===== src/rtl/core/gga2igc_pkg.sv =====
// Shared constants, types and queue entry format for the GGA to B record rewriter.
package gga2igc_pkg;

	localparam int TIME_DIGITS = 6;
	localparam int LAT_DIGITS  = 7;
	localparam int HEMI_DIGITS = 1;
	localparam int LON_DIGITS  = 8;
	localparam int ALT_DIGITS  = 5;

	localparam int FI_W   = 4;
	localparam int DL_W   = 5;
	localparam int AI_W   = $clog2(ALT_DIGITS);
	localparam int QDEPTH = 2;
	localparam int QPTR_W = (QDEPTH > 1) ? $clog2(QDEPTH) : 1;
	localparam int QCNT_W = $clog2(QDEPTH + 1);

	// Barometric value after clamping, and the reciprocal used to divide it by ten.
	localparam int VAL_W = 16;
	localparam int RECIP_SHIFT = 19;
	localparam logic [VAL_W-1:0] RECIP_TEN = 16'd52429;

	localparam logic [FI_W-1:0] FIELD_MAX = 4'd15;
	localparam logic [FI_W-1:0] F_TIME    = 4'd1;
	localparam logic [FI_W-1:0] F_LAT     = 4'd2;
	localparam logic [FI_W-1:0] F_HEMI_NS = 4'd3;
	localparam logic [FI_W-1:0] F_LON     = 4'd4;
	localparam logic [FI_W-1:0] F_HEMI_EW = 4'd5;
	localparam logic [FI_W-1:0] F_FIX     = 4'd7;
	localparam logic [FI_W-1:0] F_BARO    = 4'd8;
	localparam logic [FI_W-1:0] F_GPS_ALT = 4'd9;
	localparam logic [FI_W-1:0] F_GPS_OUT = 4'd10;
	localparam logic [FI_W-1:0] F_END     = 4'd11;

	localparam logic [7:0] CH_COMMA = 8'h2C;
	localparam logic [7:0] CH_DOT   = 8'h2E;
	localparam logic [7:0] CH_A     = 8'h41;
	localparam logic [7:0] CH_B     = 8'h42;
	localparam logic [7:0] CH_ZERO  = 8'h30;
	localparam logic [7:0] CH_CR    = 8'h0D;
	localparam logic [7:0] CH_LF    = 8'h0A;

	typedef enum logic [1:0] {
		K_CHAR,
		K_CRLF,
		K_ALT
	} kind_t;

	typedef logic [ALT_DIGITS-1:0][7:0] digits_t;

	typedef struct packed {
		kind_t      kind;
		logic [7:0] chr;
		digits_t    digits;
	} entry_t;

endpackage


===== src/rtl/core/gga2igc_front.sv =====
// Front end: accepts beats, tracks sentence fields and altitude buffer, queues output work.
module gga2igc_front (
	input  logic                  clk,
	input  logic                  arst_n,
	input  logic                  in_valid,
	output logic                  in_ready,
	input  logic                  opcode,
	input  logic [16:0]           baro_altitude,
	input  logic [7:0]            data_byte,
	input  logic                  q_full,
	output logic                  push,
	output gga2igc_pkg::entry_t   entry
);

	typedef enum logic {
		ST_IDLE,
		ST_CONV
	} state_t;

	state_t                                   state_q;
	logic [gga2igc_pkg::FI_W-1:0]             fi_q, fi_n, fi_inc;
	logic [gga2igc_pkg::DL_W-1:0]             dl_q, dl_n, dl_m1;
	gga2igc_pkg::digits_t                     buf_q, buf_n, shifted, conv_buf;
	logic [gga2igc_pkg::VAL_W-1:0]            val_q, quot, quot10;
	logic [2*gga2igc_pkg::VAL_W-1:0]          prod;
	logic [3:0]                               rem;
	logic [gga2igc_pkg::AI_W-1:0]             cnt_q;
	logic                                     acc;
	logic                                     start;

	assign in_ready = (state_q == ST_IDLE) && !q_full;
	assign acc      = in_valid && in_ready;
	assign start    = acc && !opcode;

	assign fi_inc = (fi_q < gga2igc_pkg::FIELD_MAX) ? fi_q + 1'b1 : fi_q;
	assign dl_m1  = dl_q - 1'b1;

	// The dot right-justifies the captured characters: drop the free slots at the bottom.
	always_comb begin
		shifted = buf_q >> {dl_q, 3'b000};
		for (int i = 0; i < gga2igc_pkg::ALT_DIGITS; i++) begin
			if (({1'b0, dl_q} + (gga2igc_pkg::DL_W+1)'(i))
					>= (gga2igc_pkg::DL_W+1)'(gga2igc_pkg::ALT_DIGITS)) begin
				shifted[i] = gga2igc_pkg::CH_ZERO;
			end
		end
	end

	// One decimal digit per cycle, ones digit first, shifted in from the top.
	assign prod   = val_q * gga2igc_pkg::RECIP_TEN;
	assign quot   = gga2igc_pkg::VAL_W'(prod[2*gga2igc_pkg::VAL_W-1:gga2igc_pkg::RECIP_SHIFT]);
	assign quot10 = (quot << 3) + (quot << 1);
	assign rem    = 4'(val_q - quot10);

	always_comb begin
		for (int i = 0; i < gga2igc_pkg::ALT_DIGITS - 1; i++) begin
			conv_buf[i] = buf_q[i+1];
		end
		conv_buf[gga2igc_pkg::ALT_DIGITS-1] = gga2igc_pkg::CH_ZERO | {4'b0000, rem};
	end

	always_comb begin
		fi_n         = fi_q;
		dl_n         = dl_q;
		buf_n        = buf_q;
		push         = 1'b0;
		entry.kind   = gga2igc_pkg::K_CHAR;
		entry.chr    = gga2igc_pkg::CH_B;
		entry.digits = buf_q;
		if (acc) begin
			if (!opcode) begin
				push = 1'b1;
				fi_n = gga2igc_pkg::F_TIME;
				dl_n = gga2igc_pkg::DL_W'(gga2igc_pkg::TIME_DIGITS);
			end else if (data_byte == gga2igc_pkg::CH_COMMA) begin
				fi_n = fi_inc;
				case (fi_inc)
					gga2igc_pkg::F_LAT: dl_n = gga2igc_pkg::DL_W'(gga2igc_pkg::LAT_DIGITS);
					gga2igc_pkg::F_HEMI_NS,
					gga2igc_pkg::F_HEMI_EW: dl_n = gga2igc_pkg::DL_W'(gga2igc_pkg::HEMI_DIGITS);
					gga2igc_pkg::F_LON: dl_n = gga2igc_pkg::DL_W'(gga2igc_pkg::LON_DIGITS);
					gga2igc_pkg::F_FIX: begin
						push      = 1'b1;
						entry.chr = gga2igc_pkg::CH_A;
					end
					gga2igc_pkg::F_BARO,
					gga2igc_pkg::F_GPS_OUT: begin
						push       = 1'b1;
						entry.kind = gga2igc_pkg::K_ALT;
						dl_n       = '0;
					end
					gga2igc_pkg::F_GPS_ALT: dl_n = gga2igc_pkg::DL_W'(gga2igc_pkg::ALT_DIGITS);
					gga2igc_pkg::F_END: begin
						push       = 1'b1;
						entry.kind = gga2igc_pkg::K_CRLF;
					end
					default: ;
				endcase
			end else if (fi_q == gga2igc_pkg::F_GPS_ALT) begin
				// Slots fill from the top down; once the dot is seen the count sits above
				// the buffer size and the rest of the field is ignored.
				if (dl_q <= gga2igc_pkg::DL_W'(gga2igc_pkg::ALT_DIGITS)) begin
					if (data_byte != gga2igc_pkg::CH_DOT) begin
						if (dl_q != '0) begin
							dl_n = dl_m1;
							for (int i = 0; i < gga2igc_pkg::ALT_DIGITS; i++) begin
								if (dl_m1 == gga2igc_pkg::DL_W'(i)) begin
									buf_n[i] = data_byte;
								end
							end
						end
					end else begin
						buf_n = shifted;
						dl_n  = gga2igc_pkg::DL_W'(gga2igc_pkg::ALT_DIGITS + 1);
					end
				end
			end else if (fi_q < gga2igc_pkg::F_BARO && data_byte != gga2igc_pkg::CH_DOT
					&& dl_q != '0) begin
				dl_n      = dl_m1;
				push      = 1'b1;
				entry.chr = data_byte;
			end
		end
	end

	always_ff @(posedge clk or negedge arst_n) begin
		if (!arst_n) begin
			state_q <= ST_IDLE;
			fi_q    <= '0;
			dl_q    <= '0;
			buf_q   <= '0;
			val_q   <= '0;
			cnt_q   <= '0;
		end else begin
			case (state_q)
				ST_IDLE: begin
					fi_q  <= fi_n;
					dl_q  <= dl_n;
					buf_q <= buf_n;
					if (start) begin
						state_q <= ST_CONV;
						val_q   <= baro_altitude[16] ? '0 : baro_altitude[15:0];
						cnt_q   <= gga2igc_pkg::AI_W'(gga2igc_pkg::ALT_DIGITS - 1);
					end
				end
				ST_CONV: begin
					buf_q <= conv_buf;
					val_q <= quot;
					if (cnt_q == '0) begin
						state_q <= ST_IDLE;
					end else begin
						cnt_q <= cnt_q - 1'b1;
					end
				end
				default: state_q <= ST_IDLE;
			endcase
		end
	end

`ifndef ASSERT_OFF
	a_start_converts: assert property (@(posedge clk) disable iff (!arst_n)
		start |=> state_q == ST_CONV)
		else $error("start beat did not begin altitude conversion");
	a_conv_blocks: assert property (@(posedge clk) disable iff (!arst_n)
		state_q == ST_CONV |-> !in_ready && !push)
		else $error("front accepted or queued work during conversion");
`endif

endmodule


===== src/rtl/core/gga2igc_fifo.sv =====
// Short register queue of output work between the front and back ends.
module gga2igc_fifo (
	input  logic                  clk,
	input  logic                  arst_n,
	input  logic                  push,
	input  gga2igc_pkg::entry_t   din,
	output logic                  full,
	input  logic                  pop,
	output gga2igc_pkg::entry_t   dout,
	output logic                  empty
);

	gga2igc_pkg::entry_t                   mem_q [gga2igc_pkg::QDEPTH];
	logic [gga2igc_pkg::QPTR_W-1:0]        wr_q, rd_q;
	logic [gga2igc_pkg::QCNT_W-1:0]        cnt_q;

	assign full  = cnt_q == gga2igc_pkg::QCNT_W'(gga2igc_pkg::QDEPTH);
	assign empty = cnt_q == '0;
	assign dout  = mem_q[rd_q];

	always_ff @(posedge clk) begin
		if (push) begin
			mem_q[wr_q] <= din;
		end
	end

	always_ff @(posedge clk or negedge arst_n) begin
		if (!arst_n) begin
			wr_q  <= '0;
			rd_q  <= '0;
			cnt_q <= '0;
		end else begin
			if (push) begin
				wr_q <= (wr_q == gga2igc_pkg::QPTR_W'(gga2igc_pkg::QDEPTH - 1)) ? '0 : wr_q + 1'b1;
			end
			if (pop) begin
				rd_q <= (rd_q == gga2igc_pkg::QPTR_W'(gga2igc_pkg::QDEPTH - 1)) ? '0 : rd_q + 1'b1;
			end
			if (push && !pop) begin
				cnt_q <= cnt_q + 1'b1;
			end else if (pop && !push) begin
				cnt_q <= cnt_q - 1'b1;
			end
		end
	end

`ifndef ASSERT_OFF
	a_no_overflow: assert property (@(posedge clk) disable iff (!arst_n)
		push |-> !full)
		else $error("queue written while full");
	a_no_underflow: assert property (@(posedge clk) disable iff (!arst_n)
		pop |-> !empty)
		else $error("queue read while empty");
`endif

endmodule


===== src/rtl/core/gga2igc_back.sv =====
// Back end: expands queued work into output character beats behind an output register.
module gga2igc_back (
	input  logic                  clk,
	input  logic                  arst_n,
	input  gga2igc_pkg::entry_t   entry,
	input  logic                  q_empty,
	output logic                  pop,
	output logic                  out_valid,
	input  logic                  out_ready,
	output logic [7:0]            out_char,
	output logic                  out_last
);

	logic                           busy_q;
	gga2igc_pkg::kind_t             kind_q;
	logic [7:0]                     chr_q;
	gga2igc_pkg::digits_t           dig_q, dig_shift;
	logic [gga2igc_pkg::AI_W-1:0]   idx_q;
	logic                           m_valid_q, m_last_q;
	logic [7:0]                     m_data_q;
	logic [7:0]                     cur_char;
	logic                           cur_last;
	logic                           out_free;

	assign out_valid = m_valid_q;
	assign out_char  = m_data_q;
	assign out_last  = m_last_q;
	assign out_free  = !m_valid_q || out_ready;
	assign pop       = !busy_q && !q_empty;

	// Altitude digits leave from the most significant end.
	always_comb begin
		for (int i = 1; i < gga2igc_pkg::ALT_DIGITS; i++) begin
			dig_shift[i] = dig_q[i-1];
		end
		dig_shift[0] = gga2igc_pkg::CH_ZERO;
	end

	always_comb begin
		case (kind_q)
			gga2igc_pkg::K_CHAR: begin
				cur_char = chr_q;
				cur_last = 1'b1;
			end
			gga2igc_pkg::K_CRLF: begin
				cur_char = (idx_q == '0) ? gga2igc_pkg::CH_CR : gga2igc_pkg::CH_LF;
				cur_last = idx_q != '0;
			end
			gga2igc_pkg::K_ALT: begin
				cur_char = dig_q[gga2igc_pkg::ALT_DIGITS-1];
				cur_last = idx_q == gga2igc_pkg::AI_W'(gga2igc_pkg::ALT_DIGITS - 1);
			end
			default: begin
				cur_char = chr_q;
				cur_last = 1'b1;
			end
		endcase
	end

	always_ff @(posedge clk or negedge arst_n) begin
		if (!arst_n) begin
			busy_q    <= 1'b0;
			kind_q    <= gga2igc_pkg::K_CHAR;
			chr_q     <= '0;
			dig_q     <= '0;
			idx_q     <= '0;
			m_valid_q <= 1'b0;
			m_data_q  <= '0;
			m_last_q  <= 1'b0;
		end else begin
			if (busy_q && out_free) begin
				m_valid_q <= 1'b1;
				m_data_q  <= cur_char;
				m_last_q  <= cur_last;
				dig_q     <= dig_shift;
				if (cur_last) begin
					busy_q <= 1'b0;
				end else begin
					idx_q <= idx_q + 1'b1;
				end
			end else begin
				if (m_valid_q && out_ready) begin
					m_valid_q <= 1'b0;
				end
				if (pop) begin
					busy_q <= 1'b1;
					kind_q <= entry.kind;
					chr_q  <= entry.chr;
					dig_q  <= entry.digits;
					idx_q  <= '0;
				end
			end
		end
	end

`ifndef ASSERT_OFF
	a_crlf_two_beats: assert property (@(posedge clk) disable iff (!arst_n)
		busy_q && kind_q == gga2igc_pkg::K_CRLF |-> idx_q <= gga2igc_pkg::AI_W'(1))
		else $error("line end entry ran past its two beats");
`endif

endmodule


===== src/rtl/core/nmea_gga_to_igc_b_record.sv =====
// Top level of the GPS fix sentence to flight-log B record rewriter.
// A start beat (tuser 0) emits 'B' and converts the barometric altitude to decimal digits,
// which holds off s_tready after the start beat until every altitude digit is produced.
// A sentence byte beat (tuser 1) is taken when s_tready is high. Output characters come from a
// two-entry work queue at one beat per cycle while m_tready allows, with an idle gap between
// queued entries, so a byte that ends a field may produce up to five beats (an altitude).
// Input is stalled only while the conversion runs or the work queue is full.
module nmea_gga_to_igc_b_record (
	input  logic        clk,
	input  logic        arst_n,
	input  logic        s_tvalid,
	output logic        s_tready,
	input  logic [31:0] s_tdata,   // [16:0] baro_altitude, [24:17] data_byte, [31:25] zero
	input  logic        s_tuser,   // [0] opcode
	output logic        m_tvalid,
	input  logic        m_tready,
	output logic [7:0]  m_tdata,   // [7:0] out_char
	output logic        m_tlast
);

	gga2igc_pkg::entry_t push_entry, pop_entry;
	logic                push, pop, q_full, q_empty;

	gga2igc_front u_front (
		.clk           (clk),
		.arst_n        (arst_n),
		.in_valid      (s_tvalid),
		.in_ready      (s_tready),
		.opcode        (s_tuser),
		.baro_altitude (s_tdata[16:0]),
		.data_byte     (s_tdata[24:17]),
		.q_full        (q_full),
		.push          (push),
		.entry         (push_entry)
	);

	gga2igc_fifo u_fifo (
		.clk    (clk),
		.arst_n (arst_n),
		.push   (push),
		.din    (push_entry),
		.full   (q_full),
		.pop    (pop),
		.dout   (pop_entry),
		.empty  (q_empty)
	);

	gga2igc_back u_back (
		.clk       (clk),
		.arst_n    (arst_n),
		.entry     (pop_entry),
		.q_empty   (q_empty),
		.pop       (pop),
		.out_valid (m_tvalid),
		.out_ready (m_tready),
		.out_char  (m_tdata),
		.out_last  (m_tlast)
	);

endmodule

===== config.mk =====
export PLATFORM = sky130hd
export DESIGN_NAME = nmea_gga_to_igc_b_record
export DESIGN_NICKNAME = d
export VERILOG_FILES = /design/src/rtl/core/gga2igc_pkg.sv /design/src/rtl/core/gga2igc_front.sv /design/src/rtl/core/gga2igc_fifo.sv /design/src/rtl/core/gga2igc_back.sv /design/src/rtl/core/nmea_gga_to_igc_b_record.sv
export SDC_FILE = /design/constraint.sdc
export NUM_CORES = 1
export LEC_CHECK = 0
export BUFFER_PORTS_ARGS = -buffer_cell sky130_fd_sc_hd__buf_2
export CORE_UTILIZATION = 55
export CTS_CLUSTER_SIZE = 16
export DETAILED_ROUTE_END_ITERATION = 10
export PLACE_DENSITY = 0.74
export SLEW_MARGIN = 15
export SYNTH_ARGS = -nofsm -noshare
export SYNTH_HDL_FRONTEND = slang
export SYNTH_HIERARCHICAL = 1
export SYNTH_SLANG_ARGS = --single-unit

===== constraint.sdc =====
create_clock -name clk -period 5.7 [get_ports clk]
set_input_delay 0.285 -clock clk [delete_from_list [all_inputs] [get_ports clk]]
set_output_delay 0.285 -clock clk [all_outputs]
set_load 0.02 [all_outputs]

; Word-level counts from Yosys, hierarchy flattened
; Memories as Yosys holds them, arrays and structs flattened.
; Cells that the tools add are included.
[totals]
regBits = 137
latch_bits = 0
ramBits = 100
romBits = 0
in_bits = 37
memories = 1
[classes]
n_addsub = 14
n_mul = 1
div = 0
magnitude_cmp = 8
eq_ne = 40
shifts = 1
mux = 71
bitwise_logic = 2
reduce_logical = 41
[mem_list]
columns = memory, words, width, rd, rd_clocked_by_memory_dff, wr, line_no
row1 = u_fifo.mem_q, 2, 50, 1, 0, 1, gga2igc_fifo.sv:13  ; gga2igc_pkg::entry_t mem_q [gga2igc_pkg::QDEPTH];
[ops]
columns = cell, count
row1 = 40-bit two-way mux, 9
row2 = 8-bit two-way mux, 13
row3 = 40-bit one-hot mux with 2 select lines, 1
row4 = 40-bit by 8-bit >> shifter with 40-bit output, 1
row5 = 5-bit two-way mux, 7
row6 = 7-bit AND reduction, 5
row7 = 16-bit by 16-bit multiplier with 32-bit output (second input constant), 1
row8 = 16-bit two-way mux, 2
row9 = 16-bit one-hot mux with 2 select lines, 1
row10 = 5-bit one-hot mux with 5 select lines, 1
row11 = 6-bit by 3-bit >= comparator with 1-bit output (second input constant), 4
row12 = 4-bit equality test (second input constant), 5
row13 = 10-bit two-way mux, 2
row14 = 3-bit two-way mux, 6
row15 = 3-bit != test (second input constant), 6
row16 = 1-bit two-way mux, 17
row17 = 8-bit one-hot mux with 2 select lines, 1
row18 = 5-bit by 2-bit adder with 6-bit output (second input constant), 2
row19 = 4-bit by 3-bit equality test with 1-bit output (second input constant), 3
row20 = 4-bit two-way mux, 3
row21 = 2-bit != test (second input constant), 6
row22 = 5-bit by 2-bit equality test with 1-bit output (second input constant), 2
row23 = 1-bit logical AND, 10
row24 = 4-bit by 2-bit equality test with 1-bit output (second input constant), 2
row25 = other kinds (44), 68

; Logic depth before layout (Yosys ltp)
[depth]
word_depth = 12
ltp_mapped = 25

; Cells and area by module
; Netlist, hierarchy kept.
[by_module_without_submodules]
columns = module, n_inst, cells_per_inst, area_per_inst_um2, seq_area_each_um2
row1 = gga2igc_front, 1, 1101, 9957.0, 1726.7
row2 = gga2igc_fifo, 1, 172, 4047.6, 3103.0
row3 = gga2igc_back, 1, 275, 3024.2, 1601.5

; Worst setup path after synthesis
; OpenSTA, ideal clock, no wires.
[synth_timing]
kind = flip-flop to flip-flop
startpoint = register u_front/val_q[6] in the netlist's numbering
endpoint = register u_front.buf_q (netlist bit u_front/entry[34])
arrival_ps = 5472
path_slack_ps = 107
stages_incl_launch_ff = 23
path_buffers = 0
cell_sequence = dfrtp_1 ha_1 inv_1 fa_1 inv_1 fa_1 fa_1 fa_1 inv_1 fa_1 inv_1 ha_1 a21o_1 a21o_1 a21o_1 a31oi_1 xnor2_1 ha_1 xor2_1 nand2_1 nand2_1 nand2_1 a32o_1
[synth_between]
elab_chain_cells = 4
[synth_lines]
columns = item, line_no
row1 = from (decl), gga2igc_front.sv:24  ; logic [gga2igc_pkg::VAL_W-1:0] val_q, quot, quot10;
row2 = from (signal assigned), gga2igc_front.sv:142  ; val_q <= baro_altitude[16] ? '0 : baro_altitude[15:0];
row3 = from (signal assigned), gga2igc_front.sv:148  ; val_q <= quot;
row4 = 16-bit by 16-bit multiplier with 32-bit output, gga2igc_front.sv:50  ; assign prod = val_q * gga2igc_pkg::RECIP_TEN;
row5 = 4-bit adder, gga2igc_front.sv:52  ; assign quot10 = (quot << 3) + (quot << 1);
row6 = 4-bit subtractor, gga2igc_front.sv:53  ; assign rem = 4'(val_q - quot10);
row7 = 40-bit one-hot mux with 2 select lines, gga2igc_front.sv:135  ; case (state_q)
row8 = to (signal assigned), gga2igc_front.sv:139  ; buf_q <= buf_n;
row9 = to (signal assigned), gga2igc_front.sv:147  ; buf_q <= conv_buf;
row10 = to (decl), gga2igc_front.sv:23  ; gga2igc_pkg::digits_t buf_q, buf_n, shifted, conv_buf;
; No other way between the ends.
; A chain may end at the register's enable or synchronous reset.

; Final worst setup path
[layout_timing]
startpoint = register u_front/val_q[2] in the netlist's numbering
endpoint = register u_front.buf_q (netlist bit u_front/entry[34])
[layout_between]
elab_chain_cells = 4
[layout_lines]
columns = item, line_no
row1 = 16-bit by 16-bit multiplier with 32-bit output, gga2igc_front.sv:50
row2 = 4-bit adder, gga2igc_front.sv:52
row3 = 4-bit subtractor (*), gga2igc_front.sv:53
row4 = 40-bit one-hot mux with 2 select lines (*), gga2igc_front.sv:135
; Mark *: on every way between the ends. The rest lies on a longest branch, timed or not.

==> impl_metrics.json <==
{
  "syn-instance-count": 1548,
  "placed_area_sq_mm": 0.0177,
  "drive_above_1_share": 0.239,
  "synth_cell_types": 96,
  "yosys_most_used_dff": "dfrtp_1",
  "wl_per_cell_microns": 19.2,
  "crit_type": "reg2reg",
  "nets": 1914,
  "grt_pass1_vias": 11913,
  "period_share": 0.998,
  "max_freq_ghz": 0.176,
  "yosys-top-cells-area": "dfrtp_1 20%, edfxtp_1 18%, ha_1 12%, fa_1 9.4%, mux2_4 4.3%",
  "slew_headroom": 0.354,
  "io_buffers": 40,
  "clk_latency_ns": 0.54,
  "synth_area_leader_cell": "dfrtp_1",
  "hold_path.startpoint": "m_tready",
  "cts_buffer_depth": 3,
  "place_ws_ns": -0.259,
  "totalNegativeSetupSlack_ns": 0,
  "outcome": "completed",
  "final_util": 0.631,
  "gp_congestion": 0.930,
  "cts_sinks": 237,
  "cpLargestDelayFamily": "adder cells",
  "dieArea_sq_mm": 0.0317,
  "post_synth.cell_area_avg_sq_um": 11.0,
  "cp-end-kind": "register",
  "drt-met1-wl_microns": 16700,
  "cts_tree": "done",
  "dieHeight_microns": 178,
  "viasPerCell": 5.84,
  "critical_path_buf_inv_count": 4,
  "final_area_sq_mm": 0.0192,
  "r2r_setup_slack_ns": 0.01,
  "dr.first_iter.drc_count": 974,
  "hpwl_microns": 28100,
  "hold_viol_final": 0,
  "worst_pin_slew_ns": 0.969,
  "worst_setup_path_start_kind": "register",
  "cts_root_buf": "clkbuf_16",
  "io_pins": 48,
  "ys_seq_elements": 237,
  "synth.net_count": 1825,
  "numCtsBuffers": 27,
  "crit_cells": 22,
  "dr.max_layer_used": "met4",
  "path_max_fanout": 4,
  "die_x_microns": 178,
  "hold_path_class": "in2reg",
  "rows": 64,
  "seq_area_frac_synth": 0.378,
  "min_to": "u_back/out_valid",
  "crit_slowest_cell": "fa_1",
  "min_delay_path_depth": 3,
  "timing.rr.start": "u_front/val_q[2]",
  "drt-total-wl_microns": 39500,
  "post-route-worst-setup-slack_ns": 0.0117,
  "htreeDepth": 1,
  "syn2layout_area_growth_pct": 13.0,
  "cpPeakStageDelay_ns": 0.53,
  "wl_met3_microns": 2010,
  "async_reset_ff_frac": 0.578,
  "worstRegToRegCells": 22,
  "antenna_found_initial": 0,
  "placeableCoreArea_sq_mm": 0.0305,
  "arrival_ns": 6.11,
  "path_clk_slew_ns": 0.06,
  "initial_core_util": 0.558,
  "rsz0062_at_grt": "yes",
  "diodes": 0,
  "drv_cap": 0,
  "slew_violations": 0,
  "clock_skew_ns": 0.0151,
  "setup_viol": 0,
  "grt_pass1_wl_microns": 62200,
  "fin_crit_ns": 5.69,
  "crit_chain": "ha_4 > inv_2 > fa_1 > inv_1 > fa_1 > fa_1 > fa_1 > inv_1 > fa_1 > inv_2 > ha_4 > a21o_1 > a21o_1 > a21o_1 > a31oi_1 > xnor2_1 > ha_1 > xor2_2 > nand2_1 > nand2_1 > nand2_1 > a32o_1",
  "grt_overflow": 0,
  "syn_area_sq_mm": 0.0170,
  "reg2reg_to": "u_front/entry[34]",
  "worst_ep_required_time_ns": 6.13,
  "drc": 0,
  "grtUsageTotal": 0.251,
  "met2WireLength_microns": 19300,
  "antenna_left": 0,
  "drt-pass1-iter-count": 6,
  "synth_top_area_frac": 0.201,
  "via_count": 11996,
  "yosys_warnings": 6,
  "synth_edf_count": 100,
  "grt_max_degree": 82,
  "cp_common_cell": "fa_1"
}
==> cells in the final DEF, fill, tap and decap left out, types with 17 or more instances in the layout <==
| master | synthesis | final |
|---|---|---|
| buf_4 | 3 | 82 |
| fa_1 | 80 | 80 |
| ha_4 | 0 | 20 |
| nor3b_1 | 19 | 17 |
| a22oi_2 | 32 | 32 |
| ha_1 | 160 | 136 |
| a21oi_1 | 90 | 84 |
| dfrtp_1 | 137 | 128 |
| inv_1 | 190 | 181 |
| clkbuf_16 | 0 | 27 |
| mux2_4 | 49 | 49 |
| nand2_1 | 185 | 185 |
| nor2_1 | 54 | 52 |
| buf_2 | 10 | 39 |
| edfxtp_1 | 100 | 100 |
| mux2_2 | 32 | 32 |
| o21ai_0 | 70 | 67 |
==> tightest hold or removal path: cells and delay by family <==
| family | cells | cell delay (ns) |
|---|---|---|
| simple gates | 2 | 0.19 |
| buf+inv | 1 | 0.07 |
==> final cells by class <==
type,count,area [sq um]
clock buffers,28,679
multi-input cells,1053,9760
inverters,191,717
flip-flops and latches,237,6440
repair buffers,127,877
clock inverters,22,280
well taps,396,495
fillers,2343,11300
==> per-stage QoR <==
step           hold slack [ns]  std cells
6_report                0.0485       2054
5_1_grt                 0.0445       2054
4_1_cts                 0.0347       2041
3_5_place_dp             0.403       1985
3_3_place_gp             0.402       1985
2_1_floorplan          -0.0106       1548
==> how the worst max path moves through the flow <==
stage | from | endpoint | slack, ns
2_1_floorplan | u_front/val_q[6] | u_front/entry[34] | 0.11
3_3_place_gp | u_front/val_q[2] | u_front/entry[34] | -0.14
3_5_place_dp | u_front/val_q[2] | u_front/entry[34] | -0.26
4_1_cts | u_front/val_q[2] | u_front/entry[34] | -0.0007
5_1_grt | u_front/val_q[3] | u_front/entry[34] | -0.14
6_report | u_front/val_q[2] | u_front/entry[34] | 0.01
==> layer usage <==
layer	up-vias	track usage
met2	371	0.424
met1	5967	0.336
li1	5564	-
met5	-	0
met4	0	0.0894
met3	94	0.0251
==> synthesized netlist by cell type, types with 9 or more instances <==
master    count
a21o_1       11
a21oi_1      90
a22oi_1      12
a22oi_2      32
a31oi_1       9
and2_1        9
buf_2        10
buf_6        13
clkbuf_1     26
dfrtp_1     137
edfxtp_1    100
fa_1         80
ha_1        160
inv_1       190
mux2_2       32
mux2_4       49
mux2i_1      11
nand2_1     185
nand2b_1     11
nand3_1      11
nor2_1       54
nor2b_1       9
nor3_1       15
nor3b_1      19
o21ai_0      70
xnor2_1      15
xor2_1       14
==> cell families after synthesis <==
kind of cell / synth area share
simple gates: 0.103
compound gates: 0.135
buf+inv: 0.0746
fa+ha+maj: 0.212
flops: 0.378
mux: 0.0821
xor+xnor: 0.0162
==> registers in the layout, summed over array words and instances, names as in the netlist, 4 cells and up <==
register / cells
u_back/dig_q: 40
u_front/dl_q: 5
u_back/out_char: 8
u_front/entry: 40
u_fifo/mem_q: 100
u_front/val_q: 16
u_front/fi_q: 4
u_back/chr_q: 8
==> repair_timing <==
action	4_1_cts	5_1_grt
setup endpoints to repair	3	9
pin swaps	18	44
setup buffers	5	13
gates resized for setup	25	56
hold buffers	1	0
endpoints found under the hold margin	80	0
Power is not shown: default switching activity piles up to over one toggle a cycle in this logic, so the estimate is an artifact.
